<file path="config.mk">
export PLATFORM = sky130hd
export DESIGN_NAME = modbus_rtu_measurand_master
export DESIGN_NICKNAME = d
export VERILOG_FILES = /design/src/rtl/mrm_pkg.sv /design/src/rtl/modbus_rtu_measurand_master.sv /design/src/rtl/mrm_rx_frame.sv
export VERILOG_INCLUDE_DIRS = /design/src /design/src/rtl
export SDC_FILE = /design/constraint.sdc
export NUM_CORES = 1
export LEC_CHECK = 0
export BUFFER_PORTS_ARGS = -buffer_cell sky130_fd_sc_hd__buf_2
export CORE_MARGIN = 4
export CORE_UTILIZATION = 45
export DETAILED_ROUTE_END_ITERATION = 6
export SYNTH_ARGS = -nofsm -noshare
export SYNTH_HDL_FRONTEND = slang
export SYNTH_SLANG_ARGS = --single-unit
</file>
<file path="constraint.sdc">
create_clock -name clk -period 10.8 [get_ports clk]
set_clock_uncertainty 0.1 [all_clocks]
set_input_delay 1.62 -clock clk [delete_from_list [all_inputs] [get_ports clk]]
set_output_delay 1.62 -clock clk [all_outputs]
set_load 0.005 [all_outputs]
</file>
<file path="src/rtl/modbus_rtu_measurand_master_assert.svh">
// ----------------------------------------------------------------------------
// Assertion macros for the measurand master
// Clocked, reset-gated property checks used by the top-level RTL.
// ----------------------------------------------------------------------------
`ifndef MODBUS_RTU_MEASURAND_MASTER_ASSERT_SVH
`define MODBUS_RTU_MEASURAND_MASTER_ASSERT_SVH

// Property must hold at every clock edge outside reset.
`define MRM_ASSERT(lbl, prop, msg) \
    lbl: assert property (@(posedge clk) disable iff (!rst_n) (prop)) else $error(msg);

// Condition must never be seen outside reset.
`define MRM_ASSERT_NEVER(lbl, cond, msg) \
    lbl: assert property (@(posedge clk) disable iff (!rst_n) !(cond)) else $error(msg);

`endif

</file>
<file path="src/rtl/mrm_pkg.sv">
`timescale 1ns / 1ps
// ----------------------------------------------------------------------------
// mrm_pkg
// Beat types, protocol constants and the CRC-16/MODBUS byte update.
// ----------------------------------------------------------------------------
package mrm_pkg;

    localparam logic [1:0] MODE_REQUEST = 2'd0;
    localparam logic [1:0] MODE_RX_BYTE = 2'd1;
    localparam logic [1:0] MODE_TIMEOUT = 2'd2;

    localparam logic [1:0] FRAME_OK    = 2'd0;
    localparam logic [1:0] FRAME_SHORT = 2'd1;
    localparam logic [1:0] FRAME_CRC   = 2'd2;

    localparam logic [1:0] REPORT_VALUE   = 2'd0;
    localparam logic [1:0] REPORT_INVALID = 2'd1;
    localparam logic [1:0] REPORT_EXCEPT  = 2'd2;
    localparam logic [1:0] REPORT_TIMEOUT = 2'd3;

    localparam logic [7:0]  FUNC_READ_HOLDING = 8'h03;
    localparam logic [7:0]  FUNC_READ_INPUT   = 8'h04;
    localparam logic [7:0]  FUNC_EXCEPTION    = 8'h80;
    localparam logic [15:0] REQ_REG_COUNT     = 16'd5;
    localparam logic [15:0] CRC_INIT          = 16'hFFFF;
    localparam logic [15:0] CRC_POLY          = 16'hA001;
    localparam logic [7:0]  SLAVE_ADDR_RESET  = 8'h01;

    localparam logic [2:0] BEAT_LAST = 3'd7;

    typedef struct packed {
        logic [1:0]  mode;
        logic [15:0] reg_address;
        logic [7:0]  rx_byte;
        logic        frame_end;
    } in_item_t;

    typedef struct packed {
        logic        tx_valid;
        logic [7:0]  tx_data;
        logic        tx_last;
        logic        frame_done;
        logic [1:0]  frame_status;
        logic        report_valid;
        logic [1:0]  report_status;
        logic [31:0] measurand_bits;
    } out_item_t;

    // Frame judgement handed from the receive path to the top level
    typedef struct packed {
        logic [1:0]  frame_status;
        logic        report_valid;
        logic [1:0]  report_status;
        logic [31:0] measurand_bits;
    } rx_result_t;

    function automatic logic [15:0] crc_feed(input logic [15:0] crc, input logic [7:0] b);
        logic [15:0] c;
        c = crc ^ {8'h00, b};
        for (int i = 0; i < 8; i++) begin
            c = c[0] ? ((c >> 1) ^ CRC_POLY) : (c >> 1);
        end
        return c;
    endfunction

endpackage

</file>
<file path="src/rtl/modbus_rtu_measurand_master.sv">
`timescale 1ns / 1ps
// Pipeline: a command beat is registered in the work stage; its result beats are
//   registered in the output register, which holds while the output stalls.
// Throughput: one received byte or timeout per cycle unless the output stalls;
//   a request holds the work stage until its eight frame bytes are out, one per cycle.
// Reset: slave address 1, no read pending, receive CRC 0xFFFF, beat and valids 0.
// ----------------------------------------------------------------------------
// modbus_rtu_measurand_master
// Modbus RTU master issuing read-input-register requests and judging replies.
// ----------------------------------------------------------------------------
module modbus_rtu_measurand_master
    import mrm_pkg::*;
#(
    parameter int MAX_FRAME = 256
)
(
    input  logic       clk,
    input  logic       rst_n,
    input  logic       cfg_we,
    input  logic [7:0] cfg_wdata,
    input  logic       cmd_valid,
    output logic       cmd_stall,
    input  in_item_t   cmd,
    output logic       rsp_valid,
    input  logic       rsp_stall,
    output out_item_t  rsp
);

    logic [7:0] slave_addr_reg;
    logic       s1_valid_reg, s1_valid_next;
    in_item_t   s1_reg;
    logic [2:0] beat_reg, beat_next;
    logic [15:0] tx_crc_reg, tx_crc_next;
    logic       pending_read_reg, pending_read_next;
    logic       rsp_valid_reg, rsp_valid_next;
    out_item_t  rsp_reg, rsp_next;

    logic       out_free;
    logic       is_req, is_rx, is_tmo;
    logic       has_out, s1_go, s1_done, cmd_take, rx_en;
    logic [7:0] tx_byte;
    rx_result_t rx_res;

    assign out_free = !rsp_valid_reg || !rsp_stall;
    assign is_req   = s1_reg.mode == MODE_REQUEST;
    assign is_rx    = s1_reg.mode == MODE_RX_BYTE;
    assign is_tmo   = s1_reg.mode == MODE_TIMEOUT;

    assign has_out  = is_req || (is_rx && s1_reg.frame_end) || (is_tmo && pending_read_reg);
    assign s1_go    = s1_valid_reg && (!has_out || out_free);
    assign s1_done  = s1_go && (!is_req || beat_reg == BEAT_LAST);
    assign cmd_stall = s1_valid_reg && !s1_done;
    assign cmd_take  = cmd_valid && !cmd_stall;
    assign rx_en     = s1_go && is_rx;

    mrm_rx_frame #(
        .MAX_FRAME (MAX_FRAME)
    ) u_rx (
        .clk          (clk),
        .rst_n        (rst_n),
        .en           (rx_en),
        .rx_byte      (s1_reg.rx_byte),
        .frame_end    (s1_reg.frame_end),
        .pending_read (pending_read_reg),
        .result       (rx_res)
    );

    always_comb
    begin
        unique case (beat_reg)
            3'd0:    tx_byte = slave_addr_reg;
            3'd1:    tx_byte = FUNC_READ_INPUT;
            3'd2:    tx_byte = s1_reg.reg_address[15:8];
            3'd3:    tx_byte = s1_reg.reg_address[7:0];
            3'd4:    tx_byte = REQ_REG_COUNT[15:8];
            3'd5:    tx_byte = REQ_REG_COUNT[7:0];
            3'd6:    tx_byte = tx_crc_reg[7:0];
            default: tx_byte = tx_crc_reg[15:8];
        endcase
    end

    always_comb
    begin
        beat_next         = beat_reg;
        tx_crc_next       = tx_crc_reg;
        pending_read_next = pending_read_reg;
        s1_valid_next     = s1_valid_reg;
        rsp_valid_next    = rsp_valid_reg;
        rsp_next          = '0;

        if (is_req)
        begin
            rsp_next.tx_valid = 1'b1;
            rsp_next.tx_data  = tx_byte;
            rsp_next.tx_last  = beat_reg == BEAT_LAST;
        end
        else if (is_rx)
        begin
            rsp_next.frame_done     = 1'b1;
            rsp_next.frame_status   = rx_res.frame_status;
            rsp_next.report_valid   = rx_res.report_valid;
            rsp_next.report_status  = rx_res.report_status;
            rsp_next.measurand_bits = rx_res.measurand_bits;
        end
        else
        begin
            rsp_next.report_valid  = 1'b1;
            rsp_next.report_status = REPORT_TIMEOUT;
        end

        if (s1_go && is_req)
        begin
            beat_next = (beat_reg == BEAT_LAST) ? 3'd0 : beat_reg + 3'd1;
            // CRC of the header builds up as its bytes go out
            if (beat_reg == 3'd0)
            begin
                tx_crc_next       = crc_feed(CRC_INIT, tx_byte);
                pending_read_next = 1'b1;
            end
            else if (beat_reg < 3'd6)
            begin
                tx_crc_next = crc_feed(tx_crc_reg, tx_byte);
            end
        end
        else if (s1_go && is_rx && s1_reg.frame_end && rx_res.report_valid)
        begin
            pending_read_next = 1'b0;
        end
        else if (s1_go && is_tmo)
        begin
            pending_read_next = 1'b0;
        end

        if (s1_go && has_out)
        begin
            rsp_valid_next = 1'b1;
        end
        else if (!rsp_stall)
        begin
            rsp_valid_next = 1'b0;
        end

        if (cmd_take)
        begin
            s1_valid_next = 1'b1;
        end
        else if (s1_done)
        begin
            s1_valid_next = 1'b0;
        end
    end

    always_ff @(posedge clk or negedge rst_n)
    begin
        if (!rst_n)
        begin
            slave_addr_reg   <= SLAVE_ADDR_RESET;
            s1_valid_reg     <= 1'b0;
            beat_reg         <= 3'd0;
            pending_read_reg <= 1'b0;
            rsp_valid_reg    <= 1'b0;
        end
        else
        begin
            if (cfg_we)
            begin
                slave_addr_reg <= cfg_wdata;
            end
            s1_valid_reg     <= s1_valid_next;
            beat_reg         <= beat_next;
            pending_read_reg <= pending_read_next;
            rsp_valid_reg    <= rsp_valid_next;
        end
    end

    always_ff @(posedge clk)
    begin
        if (cmd_take)
        begin
            s1_reg <= cmd;
        end
        if (s1_go && has_out)
        begin
            rsp_reg <= rsp_next;
        end
        tx_crc_reg <= tx_crc_next;
    end

    assign rsp_valid = rsp_valid_reg;
    assign rsp       = rsp_reg;

`include "modbus_rtu_measurand_master_assert.svh"

    `MRM_ASSERT(a_last_while_pending, (rsp_valid_reg && rsp_reg.tx_last) |-> pending_read_reg, "request end beat without pending read")
    `MRM_ASSERT(a_report_clears, (s1_go && has_out && rsp_next.report_valid) |=> !pending_read_reg, "report left read pending")
    `MRM_ASSERT(a_beat_in_request, (beat_reg != 3'd0) |-> (s1_valid_reg && is_req), "beat count outside a request")
    `MRM_ASSERT_NEVER(a_stall_when_empty, !s1_valid_reg && cmd_stall, "command stalled with empty stage")

endmodule

</file>
<file path="src/rtl/mrm_rx_frame.sv">
`timescale 1ns / 1ps
// ----------------------------------------------------------------------------
// mrm_rx_frame
// Receive path: running CRC, fixed-position capture and frame judgement.
// ----------------------------------------------------------------------------
module mrm_rx_frame
    import mrm_pkg::*;
#(
    parameter int MAX_FRAME = 256
)
(
    input  logic       clk,
    input  logic       rst_n,
    input  logic       en,
    input  logic [7:0] rx_byte,
    input  logic       frame_end,
    input  logic       pending_read,
    output rx_result_t result
);

    localparam int CNT_W = $clog2(MAX_FRAME + 1);

    logic [CNT_W-1:0] rx_count_reg, rx_count_next, cnt_upd;
    logic [15:0]      running_crc_reg, running_crc_next, crc_upd;
    logic [15:0]      last_two_reg, last_two_next, ltb_upd;
    logic [7:0]       function_code_reg, function_code_next, fc_upd;
    logic [7:0]       byte_count_reg, byte_count_next, bc_upd;
    logic [47:0]      register_bytes_reg, register_bytes_next, rb_upd;

    logic             counting;
    logic [9:0]       len;
    logic [9:0]       need_len;
    logic [6:0]       regs;
    logic [15:0]      rcv_crc;

    assign counting = rx_count_reg < CNT_W'(MAX_FRAME);

    // State after taking this byte; bytes past the limit leave it untouched
    always_comb
    begin
        cnt_upd = rx_count_reg;
        crc_upd = running_crc_reg;
        ltb_upd = last_two_reg;
        fc_upd  = function_code_reg;
        bc_upd  = byte_count_reg;
        rb_upd  = register_bytes_reg;
        if (counting)
        begin
            cnt_upd = rx_count_reg + CNT_W'(1);
            if (rx_count_reg >= CNT_W'(2))
            begin
                crc_upd = crc_feed(running_crc_reg, last_two_reg[15:8]);
            end
            ltb_upd = {last_two_reg[7:0], rx_byte};
            if (rx_count_reg == CNT_W'(1))
            begin
                fc_upd = rx_byte;
            end
            else if (rx_count_reg == CNT_W'(2))
            begin
                bc_upd = rx_byte;
            end
            else if (rx_count_reg >= CNT_W'(3) && rx_count_reg <= CNT_W'(8))
            begin
                rb_upd = {register_bytes_reg[39:0], rx_byte};
            end
        end
    end

    assign len      = 10'(cnt_upd);
    assign regs     = bc_upd[7:1];
    assign need_len = {2'b00, regs, 1'b0} + 10'd5;
    assign rcv_crc  = {ltb_upd[7:0], ltb_upd[15:8]};

    always_comb
    begin
        result = '0;
        priority if (len < 10'd4)
        begin
            result.frame_status = FRAME_SHORT;
        end
        else if (rcv_crc != crc_upd)
        begin
            result.frame_status = FRAME_CRC;
        end
        else
        begin
            result.frame_status = FRAME_OK;
            if ((fc_upd & FUNC_EXCEPTION) != 8'h00)
            begin
                if (pending_read)
                begin
                    result.report_valid  = 1'b1;
                    result.report_status = REPORT_EXCEPT;
                end
            end
            else if ((fc_upd == FUNC_READ_HOLDING || fc_upd == FUNC_READ_INPUT)
                     && !(len < need_len) && pending_read)
            begin
                result.report_valid = 1'b1;
                if (regs >= 7'd3 && rb_upd[47:32] != 16'h0000)
                begin
                    result.report_status  = REPORT_VALUE;
                    result.measurand_bits = rb_upd[31:0];
                end
                else
                begin
                    result.report_status = REPORT_INVALID;
                end
            end
        end
    end

    always_comb
    begin
        rx_count_next       = rx_count_reg;
        running_crc_next    = running_crc_reg;
        last_two_next       = last_two_reg;
        function_code_next  = function_code_reg;
        byte_count_next     = byte_count_reg;
        register_bytes_next = register_bytes_reg;
        if (en)
        begin
            if (frame_end)
            begin
                rx_count_next       = '0;
                running_crc_next    = CRC_INIT;
                last_two_next       = '0;
                function_code_next  = '0;
                byte_count_next     = '0;
                register_bytes_next = '0;
            end
            else
            begin
                rx_count_next       = cnt_upd;
                running_crc_next    = crc_upd;
                last_two_next       = ltb_upd;
                function_code_next  = fc_upd;
                byte_count_next     = bc_upd;
                register_bytes_next = rb_upd;
            end
        end
    end

    always_ff @(posedge clk or negedge rst_n)
    begin
        if (!rst_n)
        begin
            rx_count_reg       <= '0;
            running_crc_reg    <= CRC_INIT;
            last_two_reg       <= '0;
            function_code_reg  <= '0;
            byte_count_reg     <= '0;
            register_bytes_reg <= '0;
        end
        else
        begin
            rx_count_reg       <= rx_count_next;
            running_crc_reg    <= running_crc_next;
            last_two_reg       <= last_two_next;
            function_code_reg  <= function_code_next;
            byte_count_reg     <= byte_count_next;
            register_bytes_reg <= register_bytes_next;
        end
    end

endmodule
</file>
==> metrics.cfg, run 1 <==
[cts]
cts_tree = done
ctsResizeCount = 0
cts_root_buffer = clkbuf_16
postCtsSetupBuffers = 0
clkTransAtPathRegs_ns = 0.06
cts_htree_levels = 1
cts_sinks = 209
cts_made_buffers = 24
cts_buffer_depth = 3
clkLatencyLatePin_ns = 0.52
ctsHoldBuffers = 0

[setup_path]
critPathMaxStageDelay_ns = 0.84
crit_fanout = 33
r2r_start = u_rx.rx_count_reg[8]$_DFFE_PN0P_
startpoint_type = flip-flop
cp-end-kind = flip-flop
regToRegSetupSlack_ns = 5.10
slowest_stage = nand4bb_1
critPathKind = reg2reg
crit_chain = or4_1 -> nand4bb_1 -> mux2i_1 -> inv_1 -> ha_1 -> a221o_1 -> o21ai_0 -> ha_1 -> o21ai_0 -> a21oi_1 -> o21ai_0 -> a211o_2 -> o31ai_1
arrival_ns = 5.81
reg2reg_depth = 13
path_common_cell = o21ai_0
worstReg2RegEnd = rsp[32]$_SDFFCE_PP0P_
crit_required_ns = 10.90

[route]
viasPerCell = 5.60
ant_nets = 0
wire_per_inst_um = 18.7
vias = 7760
drt_wl_total_um = 25900
dr.pass1.iters = 5
drc = 0
drt_iter0_drc = 666

[place]
placedCellCount = 1342
placed_area_um2 = 11700
gp_congestion = 0.830
port_buffers = 89
dpl.hpwl_um = 17300

[floorplan]
core_area_um2 = 24200
initial_core_util = 0.455
die_y_um = 165
num_io_pins = 90
fp.dieW_um = 165
dieArea_um2 = 27100
rows = 57

[synth]
synthArstFlopShare = 0.565
synthTopCellsByCount = nand2_1 (109), dfrtp_1 (101), edfxtp_1 (91), o21ai_0 (89), a22oi_1 (61)
synth_top_area_frac = 0.248
yosysTopAreaCell = edfxtp_1
synth-edff-count = 91
synthesis.nets = 1048
synth.distinct_cells = 62
yosysWarnings = 0
avgSynthCellArea_um2 = 11.2
yosysMostFrequentCell = nand2_1
ys_top_cells_by_area = edfxtp_1 (25%), dfrtp_1 (23%), mux2i_1 (5.3%)
netlist_area_um2 = 11000
synth_ff_type = dfrtp_1
seq_area_frac_synth = 0.517
ys_ff_latch = 209
syn_inst = 989

[sta]
worst_pin_slew_ns = 1.18
rsz0062_at_grt = no
period_needed_ns = 5.70
fin_crit_sh = 0.528
finalHoldViolCount = 0
setup_viol = 0
setup_tns_ns = 0
finalMaxSlewViolations = 0
max_freq_mhz = 175
slew_headroom = 0.214

[global_route]
globalRoute.totalOverflow = 0
grt_pass1_wl_um = 41600
grt_max_degree = 77
grt_usage = 0.191
antenna_found_initial = 0
grt_pass1_vias = 7377

[worst_hold_path]
holdCritStartpoint = u_rx.byte_count_reg[2]$_DFFE_PN0P_
worstHoldPathType = reg2reg
hold-path-cell-count = 2
hold_path_end = u_rx.byte_count_reg[2]$_DFFE_PN0P_

[final_layout]
fin_cells = 1386
syn_to_final_growth_pct = 13.2
antennaDiodeCount = 0
nets = 1103
drive_gt1_frac = 0.209
finalInstanceArea_um2 = 12500

[pwr]
p_leak_nw = 5.23
design_power_total_mw = 3.68
power_density_nw_per_um2 = 294
ir_drop_mv = 0.212

[run_status]
outcome = finished clean

[run]
drv_cap = 0

## final cells by class
cell class              count  area, um^2
clock buffers              34         669
clock inverters            10         128
fillers                  2137       11800
repair buffers             97         508
inverters                  24        90.1
flip-flops and latches    209        5710
multi-input cells         688        4990
well taps                 324         405
## worst max-delay path by stage
stage / from / end / cells after the start
after global routing: u_rx.rx_count_reg[8]$_DFFE_PN0P_ / rsp[32]$_SDFFCE_PP0P_ / 13
after CTS: u_rx.rx_count_reg[8]$_DFFE_PN0P_ / rsp[32]$_SDFFCE_PP0P_ / 13
after detailed placement: u_rx.rx_count_reg[8]$_DFFE_PN0P_ / rsp[32]$_SDFFCE_PP0P_ / 13
final: u_rx.rx_count_reg[8]$_DFFE_PN0P_ / rsp[32]$_SDFFCE_PP0P_ / 13
after global placement: u_rx.rx_count_reg[8]$_DFFE_PN0P_ / rsp[32]$_SDFFCE_PP0P_ / 13
after floorplan: rsp_stall / rsp[0]$_SDFFCE_PP0P_ / 3
## metal layers
layer  share of wire  GRT usage
met5               0          0
met2            0.46      0.300
met3           0.044     0.0247
met1            0.47      0.281
met4           0.022     0.0469
## through the flow
| step | hold slack (ns) | worst slack (ns) | util |
|---|---|---|---|
| floorplan | 0.350 | 6.05 | - |
| global placement | 0.376 | 5.27 | 0.482 |
| detailed placement | 0.395 | 5.11 | 0.482 |
| CTS | 0.409 | 5.07 | 0.515 |
| global route | 0.439 | 4.62 | 0.515 |
| finish | 0.402 | 5.10 | 0.515 |
## cells by family (layout without fill, tap and decap cells)
group / after synthesis / count (layout) / synth area share
fa+ha+maj: 19 / 19 / 0.0215
simple gates: 261 / 261 / 0.123
flops: 209 / 209 / 0.517
buf+inv: 92 / 165 / 0.0338
mux: 81 / 81 / 0.0763
xor+xnor: 89 / 89 / 0.0849
compound gates: 238 / 238 / 0.143
## power by group
| part | switching, mW | internal [mW] | leakage [nW] |
|---|---|---|---|
| registers | 0.195 | 1.09 | 2.31 |
| clock network | 0.317 | 0.503 | 0.391 |
| logic | 0.814 | 0.758 | 2.53 |
| total | 1.33 | 2.35 | 5.23 |
## worst max-delay path, delay by kind of cell, from the launching register on
kind	cells	cell delay, ns
DFF	1	0.75
AOI/OAI and AO/OA	7	1.81
buffers and inverters	1	0.14
adders and majority gates	2	0.51
muxes	1	0.55
and+or+nand+nor	2	1.52
## layout by cell type (no fill, tap or decap), types with 9 or more instances in the layout
master	synthesis	layout
a21oi_1	21	21
a22o_1	12	12
a22oi_1	61	61
buf_2	4	88
buf_4	0	9
clkbuf_16	0	25
dfrtp_1	101	101
dfstp_2	17	17
edfxtp_1	91	91
ha_1	19	19
inv_1	24	24
mux2_2	22	22
mux2i_1	58	58
nand2_1	109	108
nand3_1	11	11
nor2_1	50	49
nor3_2	30	30
nor4_1	9	9
o21ai_0	89	88
o31ai_1	10	10
xnor2_1	44	44
xor2_1	32	32
(Power assumes the default switching activity.)
==> inputs of run 2 (changes only) <==
Settings changed: ABC_AREA from default to 1.
Clock period 10.8 ns to 5.56 ns, I/O delays scaled along.
==> run 2 against run 1 <==
  * Sequential power rose by 93%
  * Critical path depth rose by 5
  * Power rose by 120%
  * Sequential cell count did not move
  * Register-to-register slack got worse by 3.6 ns
  * Critical path type unchanged
  * Largest cell class unchanged
  * Largest power group unchanged
==> metrics.cfg, run 2 <==
[run_status]
outcome = finished clean

[floorplan]
rows = 56
die_y_um = 164
fp.dieW_um = 164
dieArea_um2 = 26800
core_area_um2 = 23700
num_io_pins = 90
initial_core_util = 0.461

[setup_path]
startpoint_type = flip-flop
crit_chain = buf_4 -> nor2_4 -> nand2_2 -> nor3_2 -> nand3b_2 -> o21ai_1 -> inv_1 -> ha_1 -> xor2_1 -> ha_1 -> inv_1 -> o31ai_1 -> nand2_1 -> nand2_1 -> a31oi_1 -> nor2_2 -> nand3_4 -> nor2_1
critPathKind = reg2reg
critPathMaxStageDelay_ns = 0.39
cp-end-kind = flip-flop
slowest_stage = nand3_4
arrival_ns = 4.31
crit_fanout = 36
crit_required_ns = 5.81

[cts]
clkTransAtPathRegs_ns = 0.06
postCtsSetupBuffers = 0
cts_tree = done
clkLatencyLatePin_ns = 0.51
cts_sinks = 209
cts_made_buffers = 24
cts_buffer_depth = 3
cts_htree_levels = 1
cts_root_buffer = clkbuf_16
ctsResizeCount = 0
ctsHoldBuffers = 0

[sta]
fin_crit_sh = 0.731
max_freq_mhz = 246
rsz0062_at_grt = no
setup_viol = 0
finalHoldViolCount = 0
finalMaxSlewViolations = 0
slew_headroom = 0.263
setup_tns_ns = 0
period_needed_ns = 4.07
worst_pin_slew_ns = 1.10

[route]
drt_wl_total_um = 26300
ant_nets = 0
viasPerCell = 5.14
wire_per_inst_um = 15.5
drc = 0
vias = 8754
drt_iter0_drc = 791
dr.pass1.iters = 6

[final_layout]
syn_to_final_growth_pct = 13.4
antennaDiodeCount = 0
layout_commonest_cell = nand2_1
nets = 1426
fin_util = 0.523
drive_gt1_frac = 0.142
mostFrequentLayoutCells = nand2_1 (349), inv_1 (180), o21ai_0 (131)

[synth]
synth_ff_type = dfrtp_1
yosysTopAreaCell = edfxtp_1
synth-edff-count = 91
syn_inst = 1293
avgSynthCellArea_um2 = 8.45
ys_ff_latch = 209
ys_top_cells_by_area = edfxtp_1 (25%), dfrtp_1 (23%), nand2_1 (12%)
synth_top_area_frac = 0.250
netlist_area_um2 = 10900
synthesis.nets = 1352
synthArstFlopShare = 0.565
seq_area_frac_synth = 0.522
yosysMostFrequentCell = nand2_1
yosysWarnings = 0
synth.distinct_cells = 50
synthTopCellsByCount = nand2_1 (349), inv_1 (181), o21ai_0 (131), dfrtp_1 (101), edfxtp_1 (91)

[place]
gp_congestion = 0.890
dpl.hpwl_um = 17900
port_buffers = 89

[pwr]
power_density_nw_per_um2 = 667
ir_drop_mv = 0.311
p_leak_nw = 5.90

[run]
drv_cap = 0

[global_route]
globalRoute.totalOverflow = 0
grt_pass1_vias = 8213
antenna_found_initial = 0
grt_max_degree = 87
grt_usage = 0.198
grt_pass1_wl_um = 43100

[worst_hold_path]
worstHoldPathType = in2async

==> run 2: changes by cell type after synthesis, moves of 14 or more <==
cell and change:
nand2_1 +240, o22ai_1 +75, o21ai_0 +42, mux2i_1 -57, xor2_1 -14, nor2_2 +15, nor2_1 +35, clkbuf_1 -29
xnor2_1 -38, nor3_2 -28, nand3_1 +44, inv_1 +157, a22oi_1 -57, mux2_2 -21
==> run 2: layout make-up <==
class | instances | area, um^2
Sequential cell | 209 | 5710
Clock buffer | 32 | 652
Timing Repair Buffer | 98 | 528
Inverter | 187 | 702
Multi-Input combinational cell | 847 | 4270
Clock inverter | 12 | 133
Tap cell | 319 | 399
Fill cell | 2247 | 11300
==> run 2: power breakdown <==
group,internal (mW),total [mW],switching (mW)
Combinational,1.40,4.20,2.80
Sequential,2.22,2.49,0.265
Clock,0.960,1.58,0.621
==> run 2: path summary, 6_finish.rpt <==
kind                                                           start                                   end  slack, ns  depth (start not counted)
worst max-delay path                u_rx.rx_count_reg[8]$_DFFE_PN0P_                 rsp[22]$_SDFFCE_PP0P_       1.49                         18
worst min-delay path                                           rst_n     u_rx.last_two_reg[12]$_DFFE_PN0P_       0.30                          1
worst max register to register      u_rx.rx_count_reg[8]$_DFFE_PN0P_                 rsp[22]$_SDFFCE_PP0P_       1.49                         18
worst min register to register  u_rx.running_crc_reg[10]$_DFFE_PN1P_  u_rx.running_crc_reg[10]$_DFFE_PN1P_       0.38                          2
max in group asynchronous                                      rst_n   u_rx.running_crc_reg[5]$_DFFE_PN1P_       4.07                          2
min in group clk                u_rx.running_crc_reg[10]$_DFFE_PN1P_  u_rx.running_crc_reg[10]$_DFFE_PN1P_       0.38                          2
==> run 2: cells by family after synthesis <==
group,synth area share
simple gates,0.210
compound gates,0.136
buf+inv,0.0886
flops,0.522
xor+xnor,0.0192
fa+ha+maj,0.0218
mux,0.00195
==> run 2: routing by layer <==
metal,track usage,vias up,part of all wire
met5,0,-,0
met4,0.0499,0,0.022
met3,0.0238,34,0.044
met2,0.316,196,0.45
met1,0.289,4092,0.48
li1,-,4432,-
==> run 2: critical path, delay by kind of cell (launching register included) <==
kind	cells	cell delay, ns
AND/OR/NAND/NOR	9	1.71
buffers and inverters	3	0.40
XOR/XNOR	1	0.17
flip-flops	1	0.36
AO/OA/AOI/OAI	3	0.62
adder cells (fa/ha/maj)	2	0.53
==> run 2: through the flow <==
stage               total power [mW]  worst slack, ns  instance area (um^2)  std cells  hold slack [ns]
global placement                6.63             1.65                 11600       1660            0.358
detailed placement              6.66             1.52                 11600       1660            0.364
finish                          8.26             1.49                 12400       1704            0.300
floorplan                       5.72             2.26                 10900       1293            0.347
CTS                             8.28             1.49                 12400       1704            0.319
global route                    9.04             1.00                 12400       1704            0.372
==> inputs of run 3 (changes only) <==
Settings changed: PLACE_DENSITY from default to 0.65.
Clock period 5.56 ns to 3.25 ns, I/O delays scaled along.
==> run 3 against run 2 <==
  * The flow now finishes with violations (setup timing)
  * Via count grew 3.8%
  * Critical path depth grew 3
  * Combinational power grew 92%
  * Worst setup slack lost 1.6 ns
  * First-iteration DRC count shrank 4.9%
  * Wire length grew 1.7%
  * Critical path type unchanged
  * Final area grew 7.1%
  * Cell count grew 4.2%
  * Clock power grew 60%
  * Non-clock buffer count grew 71
  * Worst hold slack lost 0.27 ns
  * Power grew 80%
==> metrics.cfg, run 3 (synthesis gave the netlist of run 2 again) <==
[setup_path]
crit_fanout = 6
endpoint = rsp[15]$_SDFFCE_PP0P_
crit_chain = nor2_2 -> nand2_2 -> nor3_4 -> buf_6 -> nand3b_4 -> nand2_2 -> o21ai_2 -> nor2_1 -> nand2_1 -> buf_4 -> xor2_1 -> ha_1 -> inv_2 -> o31ai_2 -> nand2_1 -> nand2_1 -> a31oi_2 -> nor2_2 -> nand3_4 -> clkbuf_16 -> nor2_4
cp_num_cells = 21
r2r_start = u_rx.rx_count_reg[5]$_DFFE_PN0P_
reg2reg_depth = 21
worstReg2RegEnd = rsp[15]$_SDFFCE_PP0P_
cp-end-kind = flip-flop
path_common_cell = nand2_1
critPathMaxStageDelay_ns = 0.38
worst-path-buf-inv = 4
slowest_stage = dfrtp_1
crit_family = simple AND/OR/NAND/NOR gates
critPathKind = reg2reg
startpoint_type = flip-flop
crit_required_ns = 3.54
regToRegSetupSlack_ns = -0.14
critPathLaunch = u_rx.rx_count_reg[5]$_DFFE_PN0P_
arrival_ns = 3.68

[sta]
rsz0062_at_grt = yes
slew_headroom = 0.297
max_freq_mhz = 295
finalHoldViolCount = 0
setup_viol = 32
period_needed_ns = 3.39
finalMaxSlewViolations = 0
worst_pin_slew_ns = 1.06
setup_tns_ns = -3.62
fin_crit_sh = 1.04
final.setup.worst_slack_ns = -0.142

[final_layout]
mostFrequentLayoutCells = nand2_1 (344), inv_1 (177), o21ai_0 (125)
layout_commonest_cell = nand2_1
drive_gt1_frac = 0.216
num-fill-cells = 2139
fin_cells = 1775
nets = 1498
fin_util = 0.560
antennaDiodeCount = 0
syn_to_final_growth_pct = 21.4

[run_status]
failed_checks = setup timing
outcome = complete, but fails checks

[cts]
cts_sinks = 209
clkLatencyLatePin_ns = 0.53
cts_tree = done
clkTransAtPathRegs_ns = 0.06
cts_htree_levels = 1
cts_buffer_depth = 3
cts_root_buffer = clkbuf_16
cts_made_buffers = 23

[floorplan]
die_y_um = 164
core_area_um2 = 23700
fp.dieW_um = 164
initial_core_util = 0.461
dieArea_um2 = 26800
rows = 56
num_io_pins = 90

[place]
port_buffers = 89
dpl.hpwl_um = 18500
placedCellCount = 1719
gp_congestion = 0.908

[pwr]
ir_drop_mv = 0.561
power_density_nw_per_um2 = 1120
p_leak_nw = 6.31
design_power_total_mw = 14.8

[route]
vias = 9086
viasPerCell = 5.12
wire_per_inst_um = 15.1
ant_nets = 0
drt_wl_total_um = 26800
drt_iter0_drc = 752
dr.pass1.iters = 5
drc = 0

[worst_hold_path]
hold-path-cell-count = 1
worstHoldPathType = in2reg

[global_route]
globalRoute.totalOverflow = 0
grt_max_degree = 87
grt_pass1_wl_um = 43000
antenna_found_initial = 1
grt_usage = 0.196
grt_pass1_vias = 8647

[run]
drv_cap = 0

run 3: cell count changes in the layout (fill, tap and decap cells not counted), sizes merged, moves of 2 or more:
cell	change
buf	+68
clkinvlp	+4
clkbuf	-3
bufinv	-2
run 3: per-stage QoR:
stage	hold slack, ns	instance area [um^2]	setup slack, ns
2_1_floorplan	0.0919	10900	0.0205
3_3_place_gp	0.359	12100	-0.0764
3_5_place_dp	0.362	12100	-0.156
4_1_cts	0.0187	12900	-0.0678
5_1_grt	0.0135	13300	-0.324
6_report	0.0329	13300	-0.142
run 3: report_power, final:
group / internal (mW) / switching (mW) / leakage, nW / total [mW]
Sequential: 3.80 / 0.446 / 2.39 / 4.24
Clock: 1.45 / 1.08 / 0.350 / 2.53
Combinational: 2.95 / 5.12 / 3.57 / 8.07
run 3: worst min-delay path by stage:
stage | start | to | slack, ns
3_3_place_gp | u_rx.running_crc_reg[10]$_DFFE_PN1P_ | u_rx.running_crc_reg[10]$_DFFE_PN1P_ | 0.36
6_report | cmd[8] | s1_reg[8]$_DFFE_PP_ | 0.03
4_1_cts | cmd[19] | s1_reg[19]$_DFFE_PP_ | 0.02
2_1_floorplan | rst_n | beat_reg[0]$_DFFE_PN0P_ | 0.09
5_1_grt | cmd[17] | s1_reg[17]$_DFFE_PP_ | 0.01
3_5_place_dp | u_rx.running_crc_reg[10]$_DFFE_PN1P_ | u_rx.running_crc_reg[10]$_DFFE_PN1P_ | 0.36
run 3: metal layers:
metal / vias up / GRT usage / routed length (um)
met2: 207 / 0.338 / 13100
met5: - / 0 / 13
li1: 4563 / - / -
met1: 4267 / 0.262 / 11800
met4: 2 / 0.0549 / 655
met3: 47 / 0.0248 / 1280
run 3: final cells by class:
cell class              instances  area, um^2  share of cell area
repair buffers                169        1180              0.0890
clock inverters                15         121             0.00915
flip-flops and latches        209        5710               0.430
multi-input cells             849        4530               0.342
clock buffers                  27         621              0.0468
well taps                     319         399              0.0301
inverters                     187         703              0.0530
run 3: timing repair:
action	in CTS	in global routing
pin swaps	0	9
hold buffers	1	0
gates resized for setup	11	59
setup buffers	2	5
gates cloned	2	4
endpoints found under the setup margin	35	41
endpoints found under the hold margin	31	0
